===== config.mk =====
export PLATFORM = sky130hd
export DESIGN_NAME = hidl_ctrl
export DESIGN_NICKNAME = d
export VERILOG_FILES = /design/src/rtl/core/hidl_pkg.sv /design/src/rtl/core/hidl_ctrl.sv
export SDC_FILE = /design/constraint.sdc
export NUM_CORES = 1
export LEC_CHECK = 0
export CORE_AREA = 2 2 39 41
export DETAILED_ROUTE_END_ITERATION = 8
export DIE_AREA = 0 0 41 43
export DONT_BUFFER_PORTS = 1
export GPL_ROUTABILITY_DRIVEN = 0
export GPL_TIMING_DRIVEN = 0
export PLACE_DENSITY = 0.63
export SLEW_MARGIN = 5
export SYNTH_ARGS = -nofsm -noshare
export SYNTH_HDL_FRONTEND = slang
export SYNTH_SLANG_ARGS = --single-unit

===== constraint.sdc =====
create_clock -name clk -period 1.7 [get_ports clk]
set_input_delay 0.51 -clock clk [delete_from_list [all_inputs] [get_ports clk]]
set_output_delay 0.51 -clock clk [all_outputs]
set_load 0.05 [all_outputs]

===== src/rtl/core/hidl_pkg.sv =====
`timescale 1ns / 1ps

package hidl_pkg;

  localparam int DEPTH_DEF  = 65536;
  localparam int SAMPLE_W   = 24;
  localparam int POS_W      = 16;
  localparam int FRAC_W     = 16;
  localparam int COEF_W     = 28;
  localparam int ACC_W      = 48;
  localparam int IN_DATA_W  = 56;
  localparam int OUT_DATA_W = 24;
  localparam int SAMPLE_MAX = 8388607;
  localparam int SAMPLE_MIN = -8388608;

  localparam logic REQ_WRITE = 1'b0;
  localparam logic REQ_READ  = 1'b1;

  localparam logic [1:0] OFF_M1 = 2'd0;
  localparam logic [1:0] OFF_0  = 2'd1;
  localparam logic [1:0] OFF_P1 = 2'd2;
  localparam logic [1:0] OFF_P2 = 2'd3;

  localparam logic [1:0] SEL_D0 = 2'd0;
  localparam logic [1:0] SEL_D1 = 2'd1;
  localparam logic [1:0] SEL_D2 = 2'd2;

  typedef struct packed {
    logic       clr_en;
    logic       wr_sample;
    logic       latch;
    logic       rd_en;
    logic [1:0] rd_off;
    logic       shift;
    logic       coef_load;
    logic       mul;
    logic       add;
    logic [1:0] coef_sel;
    logic       out_load;
  } hidl_cmd_t;

  typedef struct packed {
    logic clr_last;
  } hidl_sts_t;

endpackage


===== src/rtl/core/hidl_ctrl.sv =====
`timescale 1ns / 1ps

module hidl_ctrl
  import hidl_pkg::*;
(
  input  logic      clk,
  input  logic      rst_n,
  input  logic      in_tvalid,
  input  logic      in_tuser,
  output logic      in_tready,
  output logic      out_tvalid,
  input  logic      out_tready,
  input  hidl_sts_t sts,
  output hidl_cmd_t cmd
);

  localparam logic [3:0] ST_CLEAR = 4'd0;
  localparam logic [3:0] ST_IDLE  = 4'd1;
  localparam logic [3:0] ST_RD0   = 4'd2;
  localparam logic [3:0] ST_RD1   = 4'd3;
  localparam logic [3:0] ST_RD2   = 4'd4;
  localparam logic [3:0] ST_RD3   = 4'd5;
  localparam logic [3:0] ST_RD4   = 4'd6;
  localparam logic [3:0] ST_COEF  = 4'd7;
  localparam logic [3:0] ST_MUL   = 4'd8;
  localparam logic [3:0] ST_ADD   = 4'd9;
  localparam logic [3:0] ST_FIN   = 4'd10;

  logic [3:0] state_r, state_nxt;
  logic [1:0] step_r, step_nxt;
  logic       out_valid_r, out_valid_nxt;

  always_comb begin
    state_nxt = state_r;
    step_nxt  = step_r;
    in_tready = 1'b0;
    cmd       = '0;
    case (state_r)
      ST_CLEAR: begin
        cmd.clr_en = 1'b1;
        if (sts.clr_last) begin
          state_nxt = ST_IDLE;
        end
      end
      ST_IDLE: begin
        in_tready = 1'b1;
        if (in_tvalid) begin
          if (in_tuser == REQ_WRITE) begin
            cmd.wr_sample = 1'b1;
          end else begin
            cmd.latch = 1'b1;
            state_nxt = ST_RD0;
          end
        end
      end
      ST_RD0: begin
        cmd.rd_en  = 1'b1;
        cmd.rd_off = OFF_M1;
        state_nxt  = ST_RD1;
      end
      ST_RD1: begin
        cmd.rd_en  = 1'b1;
        cmd.rd_off = OFF_0;
        cmd.shift  = 1'b1;
        state_nxt  = ST_RD2;
      end
      ST_RD2: begin
        cmd.rd_en  = 1'b1;
        cmd.rd_off = OFF_P1;
        cmd.shift  = 1'b1;
        state_nxt  = ST_RD3;
      end
      ST_RD3: begin
        cmd.rd_en  = 1'b1;
        cmd.rd_off = OFF_P2;
        cmd.shift  = 1'b1;
        state_nxt  = ST_RD4;
      end
      ST_RD4: begin
        cmd.shift = 1'b1;
        state_nxt = ST_COEF;
      end
      ST_COEF: begin
        cmd.coef_load = 1'b1;
        step_nxt      = SEL_D2;
        state_nxt     = ST_MUL;
      end
      ST_MUL: begin
        cmd.mul   = 1'b1;
        state_nxt = ST_ADD;
      end
      ST_ADD: begin
        cmd.add      = 1'b1;
        cmd.coef_sel = step_r;
        if (step_r == SEL_D0) begin
          state_nxt = ST_FIN;
        end else begin
          step_nxt  = step_r - 2'd1;
          state_nxt = ST_MUL;
        end
      end
      ST_FIN: begin
        if (!out_valid_r || out_tready) begin
          cmd.out_load = 1'b1;
          state_nxt    = ST_IDLE;
        end
      end
      default: begin
        state_nxt = ST_IDLE;
      end
    endcase
  end

  always_comb begin
    out_valid_nxt = out_valid_r;
    if (cmd.out_load) begin
      out_valid_nxt = 1'b1;
    end else if (out_tready) begin
      out_valid_nxt = 1'b0;
    end
  end

  assign out_tvalid = out_valid_r;

  always_ff @(posedge clk) begin
    if (!rst_n) begin
      state_r     <= ST_CLEAR;
      step_r      <= SEL_D2;
      out_valid_r <= 1'b0;
    end else begin
      state_r     <= state_nxt;
      step_r      <= step_nxt;
      out_valid_r <= out_valid_nxt;
    end
  end

endmodule


==> impl_results.md <==
* Status: complete, but fails checks
* Failing checks: negative setup slack
* Vias/cell at 5.18
* Internal power at ~0.00036 W
* XOR/XNOR Fraction of Synth Area at under 10%
* Starting DRC count in detailed routing at 8
* Final TNS setup at -4.52 ns
* DP Area at 638 µm²
* Number of remaining DRC errors at 0
* Vias in the first global route at approximately 480
* Fin Hold WS at 0.470 ns
* CTS tree: yes
* Total Routing Usage GR at 15.6%
* Root buf cell: clkbuf_4
* Initial Util at between 30 and 40%
* Worst path slowest cell: nor4_2
* Largest net degree at the start of global routing at 11
* Antenna cells at 0
* Die ar. at 0.00176 mm²
* Largest family of logic cells by synthesized area: simple AND/OR/NAND/NOR gates
* Clock Tree Buf Depth at 2
* Sequential share of the synthesized area at between 20% and 30%
* Global-route wire length before repair at 1.89 mm
* Mean area per synthesized cell at 8.47 µm²
* Layout Area Growth over Synthesis at 64.0%
* Worst path cell trace: nor4_2
* Final hold vios at 0
* Sw Ratio at 35.7%
* Io pins at 21
* Clock Power Share at 26.8%
* Leakage Power at 0.357 nW
* Reg2reg start: state_r[2]
* Drt pass-1 iters at 4
* Worst skew pair latency at 0.25 ns
* Synth Area in Simple Gates at 42.0%
* #FFs+latches synth at 7
* Data arrival, critical path at 1.64 ns
* Worst Max-Slew Pin Slew at between 1 and 1.5 ns
* Net Sw Power at between 0.00015 and 0.0002 W
* Critical Path RT at approximately 1.2 ns
* Synth unique cells at 35
* Min-Delay Endpoint: out_tvalid
* Cts bufs inserted at 3
* GRT Residual Overflow at 0
* Top cell type's share of synthesized area at 25.9%
* Met3 wire length at 65 µm
* Worst reg2reg setup slack at -0.42 ns
* CTS clk-pin slew, worst paths at 0.06 ns
* Rel. slew slack at 17.8%
* HPWL after detailed placement at 822 µm
* PortBufs at 0
* Clock Skews at roughly 0.008 ns
* RSZ-0062 raised after global routing: yes
* # setup viols final at 16
* Hold Crit Start: out_tready
* Mux contribution to synthesized area at 0%
* CP bufs+invs at 0
* Post-route design area at between 800 and 900 µm²
* Final min period at roughly 2.2 ns
* Post-route ant nets at 0
* Post-synthesis compound-gate area fraction at 12.9%
* Post-synth EDFFs at 0
* Layout cells sized above 1 at between 60 and 70%
* Cell family with most CP delay: simple AND/OR/NAND/NOR gates
* Die Wd at 41 µm
* Post-Place Cells at 80
* Max IR drop VDD at 476 µV
* H-Tree Depth at 1
* Comb power frac at 41.6%
* Tot Pwr at between 0.0005 and 0.0006 W
* Synth area leaders: dfxtp_1 (26%), bufbuf_16 (6.0%), and2_1 (5.8%)
* Reg2Reg Depth at 4
* Cell Pwr Density at 626 mW/mm²
* Final worst path period share at 127%
* Synthesized cell area at 542 µm²
* Clock sink count at 7
* R2R Path End: state_r[1]
* Leading area contributor after synthesis: dfxtp_1
* WL/cell at approximately 13 µm
* Rows at 14
* Achievable Freq at 464 MHz
* Top_reg_cell synth: dfxtp_1
* Adder-Cell Fraction of Synth Area at 2.31%
* Crit path kind: reg2out
* Final slew viol count at 0
* CP Capture Type: output pin
* Hold-fix buffers at CTS at 0
* DR WL met2 at roughly 630 µm
* Highest routed layer: met4
* Mapped Nets at 71
* Vias post-DR at around 500
* Hold/Removal Path Class: in2reg
* Final net count at 89
* Core footprint at 0.00138 mm²
* Max-Cap Viols at 0
* Metal-1 WL at 565 µm
* Seq pwr share at about a third
* Final setup margin at -0.455 ns
* Synth warn at 0
* Worst hold path cell count at 2
* Initial antenna violation count at 0
* DRT Wirelength at 1.27 mm
* Crit-path max cell delay at 1.04 ns
* Synth Instances at 64
* Asr flop ratio synth at 0%
* Final Non-Filler Cells at 97
* Die height at 43 µm
* Critical path peak fanout at 5
* Top post-synthesis cells by count: dfxtp_1 (7), nor2_1 (6), and2_1 (5)
* Startpoint Class: flip-flop
* Most common cell in the netlist: dfxtp_1
==> power groups by stage <==
stage	clock network (W)	registers [W]	logic, W
floorplan	0	0.000179	0.000157
global placement	0	0.000181	0.000169
detailed placement	0	0.000181	0.000169
CTS	0.000158	0.000175	0.000207
global route	0.000165	0.000176	0.000242
finish	0.000149	0.000176	0.000231
==> metal layers <==
layer  track usage [%]  up-vias
met5                 0        -
met4              8.00        0
met3              3.14        2
met2              24.4       14
met1              19.2      231
li1                  -      255
==> cell usage in the layout (no fill, tap or decap), types with 2 or more instances in the layout <==
cell / n
and2_4: 4
buf_4: 8
buf_6: 8
buf_8: 2
clkbuf_4: 3
dfxtp_1: 3
dfxtp_2: 2
dfxtp_4: 2
inv_1: 2
nand3_1: 3
nor2_1: 4
nor2_4: 2
nor3b_4: 2
o21ai_0: 2
or2b_2: 2
==> worst max-delay path by stage <==
| stage | start | endpoint | slack (ns) | cells past startpoint |
|---|---|---|---|---|
| after CTS | state_r[3] | cmd[11] | -0.47 | 2 |
| after detailed placement | state_r[2] | state_r[1] | -0.39 | 4 |
| after global routing | state_r[3] | cmd[11] | -0.48 | 2 |
| after floorplan | state_r[2] | state_r[1] | -0.31 | 4 |
| final | state_r[2] | cmd[12] | -0.45 | 1 |
| after global placement | state_r[2] | state_r[1] | -0.39 | 4 |
==> cell type report <==
type,instances,area (µm²)
fill,108,495
multi-input combinational,48,464
sequential,7,150
timing repair buffer,13,120
buffer,6,92.6
clock buffer,4,26.3
tap,16,20.0
inverter,3,15.0
==> cell families (layout without fill, tap and decap cells) <==
logic type | count (synthesis) | after routing
DFF | 7 | 7
and+or+nand+nor | 35 | 35
adders and majority gates | 1 | 1
xor gates and xnor gates | 2 | 2
AOI/OAI and AO/OA | 10 | 10
buffers and inverters | 9 | 26
==> flip-flops by register name, indices dropped and copies added (netlist names) <==
signal	count
state_r	4
out_tvalid	1
step_r	2
==> metrics by stage <==
stage / utilization, % / setup slack [ns]
3_5_place_dp: 46.1 / -0.391
4_1_cts: 58.8 / -0.469
2_1_floorplan: - / -0.307
3_3_place_gp: 46.1 / -0.387
6_report: 64.2 / -0.455
5_1_grt: 64.2 / -0.483
==> timing repair <==
| action | in CTS | in global routing |
|---|---|---|
| pin swaps | 7 | 5 |
| buffers inserted | 9 | 4 |
| setup endpoints to repair | 16 | 16 |
| resized for setup | 21 | 10 |
Note: power is estimated with default switching activity, not from simulation.
